`config.mk`:
```
export PLATFORM = sky130hd
export DESIGN_NAME = letter_count_run_length_decoder_core
export DESIGN_NICKNAME = d
export VERILOG_FILES = /design/src/design/lccrld_pkg.sv /design/src/design/lccrld_parse.sv /design/src/design/lccrld_emit.sv /design/src/design/letter_count_run_length_decoder_core.sv
export SDC_FILE = /design/constraint.sdc
export NUM_CORES = 1
export LEC_CHECK = 0
export BUFFER_PORTS_ARGS = -buffer_cell sky130_fd_sc_hd__buf_2
export CAP_MARGIN = 20
export CORE_MARGIN = 4
export CORE_UTILIZATION = 54
export CTS_CLUSTER_SIZE = 16
export DETAILED_ROUTE_END_ITERATION = 7
export HOLD_SLACK_MARGIN = 0.08
export MAX_ROUTING_LAYER = met4
export PLACE_DENSITY_LB_ADDON = 0.2
export SYNTH_ARGS = -nofsm -noshare
export SYNTH_HDL_FRONTEND = slang
export SYNTH_SLANG_ARGS = --single-unit
```
`constraint.sdc`:
```
create_clock -name clk -period 3 [get_ports clk]
set_clock_uncertainty 0.15 [all_clocks]
set_input_delay 0.45 -clock clk [delete_from_list [all_inputs] [get_ports clk]]
set_output_delay 0.45 -clock clk [all_outputs]
set_load 0.02 [all_outputs]
```
`src/design/lccrld_pkg.sv`:
```
// -----------------------------------------------------------------------------
// lccrld_pkg
// Shared types and constants for the letter-count run-length decoder.
// -----------------------------------------------------------------------------
package lccrld_pkg;

    // Longest run that one count can ask for; larger counts saturate here.
    localparam int MAX_RUN = 64;
    localparam int RUN_W   = $clog2(MAX_RUN + 1);
    localparam logic [RUN_W-1:0] MAX_RUN_V = RUN_W'(MAX_RUN);

    // Result kinds.
    localparam logic [1:0] KIND_LETTER = 2'd0;
    localparam logic [1:0] KIND_END    = 2'd1;
    localparam logic [1:0] KIND_ERROR  = 2'd2;

    typedef struct packed {
        logic [7:0] char_in;
        logic       string_end;
    } lccrld_in_t;

    typedef struct packed {
        logic [1:0] kind;
        logic [7:0] letter_out;
        logic       run_last;
        logic       string_done;
    } lccrld_out_t;

    // Work handed from the parser to the run emitter.
    typedef struct packed {
        logic             load;
        logic [1:0]       kind;
        logic [7:0]       letter;
        logic [RUN_W-1:0] count;
        logic             at_end;
    } lccrld_job_t;

    typedef enum logic {
        EMIT_IDLE,
        EMIT_RUN
    } lccrld_emit_state_t;

endpackage

```
`src/design/lccrld_parse.sv`:
```
// -----------------------------------------------------------------------------
// lccrld_parse
// Character parser: classifies each beat, builds the decimal run count and
// hands finished runs or single status results to the emitter.
// -----------------------------------------------------------------------------
module lccrld_parse (
    input  logic                clk,
    input  logic                rst_n,
    input  logic                accept,
    input  lccrld_pkg::lccrld_in_t item,
    output lccrld_pkg::lccrld_job_t job
);

    logic [7:0]                   held_letter_reg, held_letter_next;
    logic                         letter_valid_reg, letter_valid_next;
    logic [lccrld_pkg::RUN_W-1:0] run_count_reg, run_count_next;
    logic                         in_number_reg, in_number_next;
    logic                         discarding_reg, discarding_next;

    logic       is_upper;
    logic       is_lower;
    logic       is_digit;
    logic [3:0] digit;
    logic [9:0] acc;
    logic [lccrld_pkg::RUN_W-1:0] cnt;

    assign is_upper = (item.char_in >= 8'h41) && (item.char_in <= 8'h5A);
    assign is_lower = (item.char_in >= 8'h61) && (item.char_in <= 8'h7A);
    assign is_digit = (item.char_in >= 8'h30) && (item.char_in <= 8'h39);
    assign digit    = 4'(item.char_in - 8'h30);

    // Count times ten as two shifts and an add.
    assign acc = in_number_reg
               ? ({3'b000, run_count_reg} << 3) + ({3'b000, run_count_reg} << 1)
                 + {6'd0, digit}
               : {6'd0, digit};
    assign cnt = (acc > 10'(lccrld_pkg::MAX_RUN)) ? lccrld_pkg::MAX_RUN_V
                                                  : acc[lccrld_pkg::RUN_W-1:0];

    always_comb
    begin
        held_letter_next  = held_letter_reg;
        letter_valid_next = letter_valid_reg;
        run_count_next    = run_count_reg;
        in_number_next    = in_number_reg;
        discarding_next   = discarding_reg;
        job               = '0;

        if (accept)
        begin
            if (discarding_reg)
            begin
                if (item.string_end)
                begin
                    held_letter_next  = '0;
                    letter_valid_next = 1'b0;
                    run_count_next    = '0;
                    in_number_next    = 1'b0;
                    discarding_next   = 1'b0;
                end
            end
            else if (is_digit)
            begin
                if (!in_number_reg && !letter_valid_reg)
                begin
                    // A digit with nothing to count.
                    job.load   = 1'b1;
                    job.kind   = lccrld_pkg::KIND_ERROR;
                    job.count  = lccrld_pkg::RUN_W'(1);
                    job.at_end = item.string_end;
                    if (item.string_end)
                    begin
                        held_letter_next  = '0;
                        letter_valid_next = 1'b0;
                        run_count_next    = '0;
                        in_number_next    = 1'b0;
                    end
                    else
                    begin
                        discarding_next = 1'b1;
                    end
                end
                else if (item.string_end)
                begin
                    job.load   = 1'b1;
                    job.at_end = 1'b1;
                    job.letter = held_letter_reg;
                    if (cnt == '0)
                    begin
                        job.kind   = lccrld_pkg::KIND_END;
                        job.letter = '0;
                        job.count  = lccrld_pkg::RUN_W'(1);
                    end
                    else
                    begin
                        job.kind  = lccrld_pkg::KIND_LETTER;
                        job.count = cnt;
                    end
                    held_letter_next  = '0;
                    letter_valid_next = 1'b0;
                    run_count_next    = '0;
                    in_number_next    = 1'b0;
                end
                else
                begin
                    run_count_next    = cnt;
                    in_number_next    = 1'b1;
                    letter_valid_next = 1'b0;
                end
            end
            else if (item.string_end)
            begin
                // A string may not end on a letter or a separator.
                job.load          = 1'b1;
                job.kind          = lccrld_pkg::KIND_ERROR;
                job.count         = lccrld_pkg::RUN_W'(1);
                job.at_end        = 1'b1;
                held_letter_next  = '0;
                letter_valid_next = 1'b0;
                run_count_next    = '0;
                in_number_next    = 1'b0;
            end
            else
            begin
                if (in_number_reg && (run_count_reg != '0))
                begin
                    job.load   = 1'b1;
                    job.kind   = lccrld_pkg::KIND_LETTER;
                    job.letter = held_letter_reg;
                    job.count  = run_count_reg;
                end
                in_number_next = 1'b0;
                run_count_next = '0;
                if (is_upper || is_lower)
                begin
                    held_letter_next  = is_upper ? (item.char_in | 8'h20) : item.char_in;
                    letter_valid_next = 1'b1;
                end
                else
                begin
                    letter_valid_next = 1'b0;
                end
            end
        end
    end

    always_ff @(posedge clk or negedge rst_n)
    begin
        if (!rst_n)
        begin
            held_letter_reg  <= '0;
            letter_valid_reg <= 1'b0;
            run_count_reg    <= '0;
            in_number_reg    <= 1'b0;
            discarding_reg   <= 1'b0;
        end
        else
        begin
            held_letter_reg  <= held_letter_next;
            letter_valid_reg <= letter_valid_next;
            run_count_reg    <= run_count_next;
            in_number_reg    <= in_number_next;
            discarding_reg   <= discarding_next;
        end
    end

endmodule

```
`src/design/lccrld_emit.sv`:
```
// -----------------------------------------------------------------------------
// lccrld_emit
// Run emitter: a down counter that repeats one result beat per cycle, while the
// result side does not stall, into an output register until the run is exhausted.
// -----------------------------------------------------------------------------
module lccrld_emit (
    input  logic                    clk,
    input  logic                    rst_n,
    input  lccrld_pkg::lccrld_job_t job,
    output logic                    busy,
    output logic                    result_valid,
    input  logic                    result_stall,
    output lccrld_pkg::lccrld_out_t result
);

    lccrld_pkg::lccrld_emit_state_t state_reg, state_next;
    logic [lccrld_pkg::RUN_W-1:0]   remain_reg, remain_next;
    logic [1:0]                     kind_reg, kind_next;
    logic [7:0]                     letter_reg, letter_next;
    logic                           at_end_reg, at_end_next;
    logic                           valid_reg, valid_next;
    lccrld_pkg::lccrld_out_t        out_reg, out_next;
    logic                           step;
    logic                           final_beat;

    assign busy         = (state_reg == lccrld_pkg::EMIT_RUN);
    assign result_valid = valid_reg;
    assign result       = out_reg;
    assign final_beat   = (remain_reg == lccrld_pkg::RUN_W'(1));

    always_comb
    begin
        state_next  = state_reg;
        remain_next = remain_reg;
        kind_next   = kind_reg;
        letter_next = letter_reg;
        at_end_next = at_end_reg;
        out_next    = out_reg;
        valid_next  = valid_reg && result_stall;
        step        = 1'b0;

        case (state_reg)
            lccrld_pkg::EMIT_IDLE:
            begin
                if (job.load)
                begin
                    state_next  = lccrld_pkg::EMIT_RUN;
                    remain_next = job.count;
                    kind_next   = job.kind;
                    letter_next = job.letter;
                    at_end_next = job.at_end;
                end
            end
            lccrld_pkg::EMIT_RUN:
            begin
                // The output register takes a new beat once the old one has left.
                step = !valid_reg || !result_stall;
                if (step)
                begin
                    valid_next           = 1'b1;
                    out_next.kind        = kind_reg;
                    out_next.letter_out  = letter_reg;
                    out_next.run_last    = final_beat && (kind_reg == lccrld_pkg::KIND_LETTER);
                    out_next.string_done = final_beat && at_end_reg;
                    remain_next          = remain_reg - lccrld_pkg::RUN_W'(1);
                    if (final_beat)
                    begin
                        state_next = lccrld_pkg::EMIT_IDLE;
                    end
                end
            end
            default:
            begin
                state_next = lccrld_pkg::EMIT_IDLE;
            end
        endcase
    end

    always_ff @(posedge clk or negedge rst_n)
    begin
        if (!rst_n)
        begin
            state_reg  <= lccrld_pkg::EMIT_IDLE;
            remain_reg <= '0;
            valid_reg  <= 1'b0;
        end
        else
        begin
            state_reg  <= state_next;
            remain_reg <= remain_next;
            valid_reg  <= valid_next;
        end
    end

    always_ff @(posedge clk)
    begin
        kind_reg   <= kind_next;
        letter_reg <= letter_next;
        at_end_reg <= at_end_next;
        out_reg    <= out_next;
    end

endmodule

```
`src/design/letter_count_run_length_decoder_core.sv`:
```
// -----------------------------------------------------------------------------
// letter_count_run_length_decoder_core
// Expands letter-count strings such as a3-b12 into runs of lower-case letters.
// -----------------------------------------------------------------------------
//  channel   direction  handshake                    beat
//  item      in         item_valid / item_stall      char_in, string_end
//  result    out        result_valid / result_stall  kind, letter_out, run_last,
//                                                    string_done
//
// A character that causes results holds off the next one through item_stall
// while the run down counter in the emitter repeats its beat; result stalls
// hold it off longer. The output register lets the next character in while the
// last beat waits. Reset clears the parser state and the emitter's state,
// count and valid flag; no clearing pass is needed.
// -----------------------------------------------------------------------------
module letter_count_run_length_decoder_core (
    input  logic                    clk,
    input  logic                    rst_n,
    input  logic                    item_valid,
    output logic                    item_stall,
    input  lccrld_pkg::lccrld_in_t  item,
    output logic                    result_valid,
    input  logic                    result_stall,
    output lccrld_pkg::lccrld_out_t result
);

    lccrld_pkg::lccrld_job_t job;
    logic                    busy;
    logic                    accept;

    assign item_stall = busy;
    assign accept     = item_valid && !busy;

    lccrld_parse u_parse (
        .clk    (clk),
        .rst_n  (rst_n),
        .accept (accept),
        .item   (item),
        .job    (job)
    );

    lccrld_emit u_emit (
        .clk          (clk),
        .rst_n        (rst_n),
        .job          (job),
        .busy         (busy),
        .result_valid (result_valid),
        .result_stall (result_stall),
        .result       (result)
    );

endmodule

```
==> results.md, run 1 <==
- Status: finished with violations
- Violated checks: setup timing
- RSZ-0062 raised after global routing: yes
- Core Area: 0.00520 mm^2
- Slowest cell on crit path: fa_1
- CTS tree: built
- WP buf/inv: 4
- Number of I/O port buffers: 26
- Cell count after synthesis: 295
- Post-synth net total: 325
- Antenna-violating nets left: 0
- Final min period: 3.26 ns
- Die width: 81.8 um
- Primary FF master, synth: dfrtp_1
- Filler instances: 395
- Vias in the first global route: 2516
- Initial core utilization: 0.564
- Overall power: 2.27 mW
- Layout cells sized above 1: 0.296
- Critical path data arrival time: 3.17 ns
- Fin worst setup slack: -0.265 ns
- First-pass GRT wire length: 12300 um
- Synth-to-layout area growth: 27.1%
- Count leader, synth: nand2_1
- Sequential share of the synthesized area: 0.465
- Hold_sp: result_stall
- PD cells: 609 mW/mm^2
- Crit. End Element: register
- Final Max Slew Viols: 0
- Post-synth top area cell: edfxtp_1
- Vias post-DR: 2623
- Startpoint Class: register
- Reg2reg start: u_parse.run_count_reg[0]
- Fin crit share: 1.09
- Slew headroom: 0.572
- Storage cell area: 0.00137 mm^2
- Clk buf depth: 2
- Remaining Overflow, GRT: 0
- Final count of negative-setup-slack endpoints: 23
- Least-Margin Pin Slew: 0.641 ns
- Worst EP required: 2.90 ns
- DRC: 0
- Die height: 81.8 um
- CTS buffer count: 5
- Largest net degree at the start of global routing: 28
- Site Rows: 26
- CP max stage delay: 0.53 ns
- DR pass1 iterations: 5
- LEAKAGE: 1.57 nW
- H-Tree Level Count: 2
- Synth warn: 0
- DR vias/cell: 6.07
- Die Area: 0.00668 mm^2
- Sinks on the clock net: 50
- GP Congestion: 0.950
- Num ports: 27
- Yosys reg bits: 50
- DRT iter0 DRCs: 178
- DP Cell Count: 413
- Max-cap violations: 0
- Synthesized area per cell: 9.96 um^2
- Maximum VDD drop: 0.358 mV
- Clock transition at path regs: 0.10 ns
- Footprint of the multi-input gates: 0.00166 mm^2
- Root buffer cell: clkbuf_8
- EDFF count, synth: 23
- Post-synth top area share: 0.235
- Drt wl/cell: 17.4 um
- Non-Filler Instances: 432
- Top delay family on crit path: adder cells
- Critical Path Source: u_parse.run_count_reg[0]
- Total wire length: 7500 um
- Commonest cells in the netlist: nand2_1, dfrtp_1, edfxtp_1
- Synth unique cells: 61
- Cell Area, Synth: 0.00294 mm^2
- CP Cell Sequence: inv_2, fa_1, inv_2, fa_2, a211oi_4, buf_4, nor2_2, xnor2_2, buf_4, nand3_2, o21ai_4, a21oi_2
- Top cells by area, synth: edfxtp_1, dfrtp_1, ha_1, nand2_1, o21ai_0
- Hpwl dp: 5200 um
- Nets: 391
- Fraction of registers with async set/reset: 0.540
- Final Hold Viols: 0
- Worst-Skew Late Latency: 0.31 ns
- Max Fclk: 306 MHz
- ANT cells: 0
- Crit path max fanout: 5
- Initial antenna violation count: 0
- Setup TNS: -4.52 ns
- Hold crit path type: in -> reg
- Total GRT Usage: 0.250
- Worst setup path class: reg -> reg
- Max reg flops: 12
==> through the flow <==
step | hold slack (ns) | setup WS [ns] | area [um^2] | util
2_1_floorplan | 0.00441 | -0.0416 | 2960 | -
3_3_place_gp | 0.254 | -0.303 | 3360 | 0.646
3_5_place_dp | 0.255 | -0.388 | 3360 | 0.646
4_1_cts | 0.268 | -0.196 | 3650 | 0.701
5_1_grt | 0.285 | -0.371 | 3730 | 0.717
6_report | 0.269 | -0.265 | 3730 | 0.717
==> area by class of cell <==
type                    instances  area share
multi-input cells             223       0.446
flip-flops and latches         50       0.366
repair buffers                 66       0.120
well taps                      70      0.0235
clock buffers                   5      0.0184
inverters                      15      0.0151
clock inverters                 3      0.0114
==> cells by family after synthesis <==
kind of cell    synth area share
mux                       0.0102
compound gates             0.223
buf+inv                   0.0328
simple gates               0.183
fa+ha+maj                 0.0775
xor+xnor                 0.00895
flops                      0.465
==> cell usage in the layout (no fill, tap or decap), drive strengths merged, types with 9 or more instances in the layout <==
cell and count:
nor2 20, a21oi 18, dfrtp 27, inv 16, nand2 35, a22oi 10, o21ai 26, edfxtp 23
ha 15, nor3 9, buf 65
==> worst paths after layout <==
path,to,slack [ns],cells after the start
min,u_emit.result_valid,0.27,3
min in group asynchronous,u_emit.remain_reg[4],0.53,2
min reg2reg,u_emit.result[9],0.27,0
max reg2reg,u_emit.letter_reg[6],-0.26,12
max,u_emit.letter_reg[6],-0.26,12
max in group asynchronous,u_parse.held_letter_reg[3],1.74,2
==> what timing repair did <==
item,4_1_cts,5_1_grt
gates resized for setup,24,11
endpoints found under the setup margin,23,23
pin swaps,17,3
gates cloned,1,0
endpoints found under the hold margin,27,0
hold buffers,1,0
buffers inserted,6,3
==> worst register-to-register path, cell delays in order, from the launching register on <==
cell and delay [ns]:
dfrtp_1 0.42, inv_2 0.07, fa_1 0.53, inv_2 0.06, fa_2 0.37, a211oi_4 0.25, buf_4 0.15, nor2_2 0.04
xnor2_2 0.21, buf_4 0.19, nand3_2 0.17, o21ai_4 0.30, a21oi_2 0.10
==> power breakdown <==
part	switching [mW]	internal (mW)
Clock	0.238	0.249
Sequential	0.132	0.895
Combinational	0.459	0.301
==> layer usage <==
layer / global-route usage / vias up / share of wire
met2: 0.398 / 100 / 0.48
met3: 0.0362 / 22 / 0.064
met4: 0.0930 / 0 / 0.024
li1: - / 1236 / -
met5: - / - / 0
met1: 0.325 / 1265 / 0.43
(Power assumes the default switching activity.)
==> run 2: changes to the inputs <==
--- a/config.mk
+++ b/config.mk
@@ -7,6 +7,7 @@
 export LEC_CHECK = 0
 export BUFFER_PORTS_ARGS = -buffer_cell sky130_fd_sc_hd__buf_2
 export CAP_MARGIN = 20
+export CORE_ASPECT_RATIO = 0.5
 export CORE_MARGIN = 4
 export CORE_UTILIZATION = 54
 export CTS_CLUSTER_SIZE = 16
@@ -14,6 +15,7 @@
 export HOLD_SLACK_MARGIN = 0.08
 export MAX_ROUTING_LAYER = met4
 export PLACE_DENSITY_LB_ADDON = 0.2
+export SKIP_LAST_GASP = 1
 export SYNTH_ARGS = -nofsm -noshare
 export SYNTH_HDL_FRONTEND = slang
 export SYNTH_SLANG_ARGS = --single-unit
==> run 2 against run 1 <==
- the run still ends with setup timing left
- combinational power down 2%
- first-iteration DRC count up 61%
- sequential power about the same
- hold slack better by 0.0076 ns
- clock power down 20%
- via count up 1.3%
- setup slack better by 0.039 ns
- non-clock buffer count down 6
- core utilization up 0.074 points
- die area up 1.1%
- critical path depth down 1
- sequential share of layout area up 0.79 points
- largest cell class unchanged
==> results.md, run 2 (synthesis gave the netlist of run 1 again) <==
- Status: finished with violations
- Violated checks: setup timing
- Layout cells sized above 1: 0.287 (-0.00906)
- Filler instances: 350 (-11%)
- Commonest non-fill, non-tap cell in the layout: nand2_1
- Max reg flops: 12 (unchanged)
- Initial antenna violation count: 0 (unchanged)
- Final min period: 3.23 ns (-0.0385 ns)
- Vias in the first global route: 2422 (-3.7%)
- Die Area: 0.00676 mm^2 (+1.1%)
- Critical path data arrival time: 3.13 ns (-0.04 ns)
- Die height: 60.2 um (-26%)
- Drt wl/cell: 18.0 um (+3.4%)
- Max-cap violations: 0 (unchanged)
- Dpl ws: -0.397 ns (-0.00824 ns)
- CTS tree: built
- Die width: 112 um (+37%)
- DRC: 0 (unchanged)
- DRT iter0 DRCs: 287 (+61%)
- DR pass1 iterations: 8 (+3)
- Max Fclk: 310 MHz (+1.2%)
- Hpwl dp: 5310 um (+2.1%)
- Clock transition at path regs: 0.09 ns (about the same)
- Total GRT Usage: 0.236 (-0.0139)
- Final Max Slew Viols: 0 (unchanged)
- LEAKAGE: 1.52 nW (-3.1%)
- Crit path max fanout: 6 (+1)
- Cell area after layout: 0.00365 mm^2 (-2.1%)
- Maximum VDD drop: 0.394 mV (+10%)
- First-pass GRT wire length: 12100 um (-2.1%)
- Clk buf depth: 2 (unchanged)
- DR vias/cell: 6.24 (+2.8%)
- Initial core utilization: 0.577 (+0.0128)
- GP Congestion: 0.909 (-4.3%)
- Startpoint Class: register
- Site Rows: 18 (-31%)
- Nets: 385 (-1.5%)
- Hold crit path type: reg -> reg
- Fin worst setup slack: -0.226 ns (+0.0385 ns)
- Number of I/O port buffers: 26 (unchanged)
- Commonest cells after routing, fill and taps aside: nand2_1, buf_4, dfrtp_1
- Slew headroom: 0.482 (-0.0909)
- Vias post-DR: 2658 (+1.3%)
- Num ports: 27 (unchanged)
- Crit. End Element: register
- Root buffer cell: clkbuf_8
- Non-Filler Instances: 426 (-1.4%)
- DP Cell Count: 407 (-1.5%)
- Worst-Skew Late Latency: 0.30 ns (about the same)
- Synth-to-layout area growth: 24.4%
- Core Area: 0.00509 mm^2 (-2.2%)
- ANT cells: 0 (unchanged)
- Worst EP required: 2.90 ns (about the same)
- Sinks on the clock net: 50 (unchanged)
- Setup TNS: -3.28 ns (+1.24 ns)
- Remaining Overflow, GRT: 0 (unchanged)
- Total wire length: 7650 um (+2.0%)
- Final Hold Viols: 0 (unchanged)
- RSZ-0062 raised after global routing: yes
- Antenna-violating nets left: 0 (unchanged)
- H-Tree Level Count: 2 (unchanged)
- CTS buffer count: 5 (unchanged)
- Least-Margin Pin Slew: 0.767 ns (+0.126 ns)
- Final core utilization: 0.718 (+0.000735)
- Dpl cell area: 0.00332 mm^2 (-1.3%)
- Final count of negative-setup-slack endpoints: 23 (unchanged)
- Worst setup path class: reg -> reg
- Largest net degree at the start of global routing: 28 (unchanged)
- Fin crit share: 1.08 (-0.0128)
- PD cells: 595 mW/mm^2 (-2.3%)
-- run 2: area by class of cell --
cell class / instances / area [um^2] / share of cell area
multi-input cells: 223 / 1660 / 0.455
clock buffers: 6 / 72.6 / 0.0199
well taps: 70 / 87.6 / 0.0240
flip-flops and latches: 50 / 1370 / 0.374
inverters: 15 / 56.3 / 0.0154
clock inverters: 2 / 13.8 / 0.00377
repair buffers: 60 / 395 / 0.108
-- run 2: per-stage QoR --
| stage | power (mW) | hold slack, ns |
|---|---|---|
| detailed placement | 1.76 | 0.257 |
| floorplan | 1.52 | 0.00441 |
| finish | 2.17 | 0.276 |
| CTS | 2.15 | 0.277 |
| global placement | 1.72 | 0.252 |
| global route | 2.30 | 0.281 |
-- run 2: worst max-delay path, stage by stage, from the launching register on --
cell	delay, ns
dfrtp_1	0.38
inv_2	0.05
fa_1	0.56
inv_2	0.06
fa_2	0.37
a211oi_4	0.25
or4b_4	0.18
o2111ai_2	0.11
a211o_4	0.33
buf_6	0.15
o21ai_4	0.27
a21oi_1	0.11
-- run 2: worst paths after layout --
path / slack (ns) / start / cells past startpoint / to
setup / recovery: -0.23 / u_parse.run_count_reg[2] / 11 / u_emit.letter_reg[5]
hold / removal: 0.28 / u_emit.letter_reg[5] / 0 / u_emit.result[7]
setup reg to reg: -0.23 / u_parse.run_count_reg[2] / 11 / u_emit.letter_reg[5]
hold reg to reg: 0.28 / u_emit.letter_reg[5] / 0 / u_emit.result[7]
max in group asynchronous: 1.72 / rst_n / 2 / u_parse.held_letter_reg[6]
min in group asynchronous: 0.56 / rst_n / 2 / u_emit.remain_reg[4]
-- run 2: timing repair --
action / CTS / global route
cloned: 1 / 0
hold buffers: 1 / 0
hold endpoints to repair: 27 / 0
pin swaps: 10 / 11
endpoints found under the setup margin: 22 / 23
setup buffers: 4 / 5
gates resized for setup: 23 / 10
-- run 2: layer usage --
metal,share of wire,track usage,vias to the layer above
li1,-,-,1233
met1,0.42,0.308,1270
met2,0.47,0.397,149
met3,0.095,0.0415,6
met4,0.0068,0.0479,0
met5,0,-,-
-- run 2: report_power, final --
| part | switching, mW | internal, mW | leakage [nW] | total, mW |
|---|---|---|---|---|
| clock | 0.224 | 0.167 | 0.0456 | 0.391 |
| sequential | 0.145 | 0.894 | 0.562 | 1.04 |
| combinational | 0.444 | 0.301 | 0.914 | 0.745 |
| total | 0.813 | 1.36 | 1.52 | 2.17 |
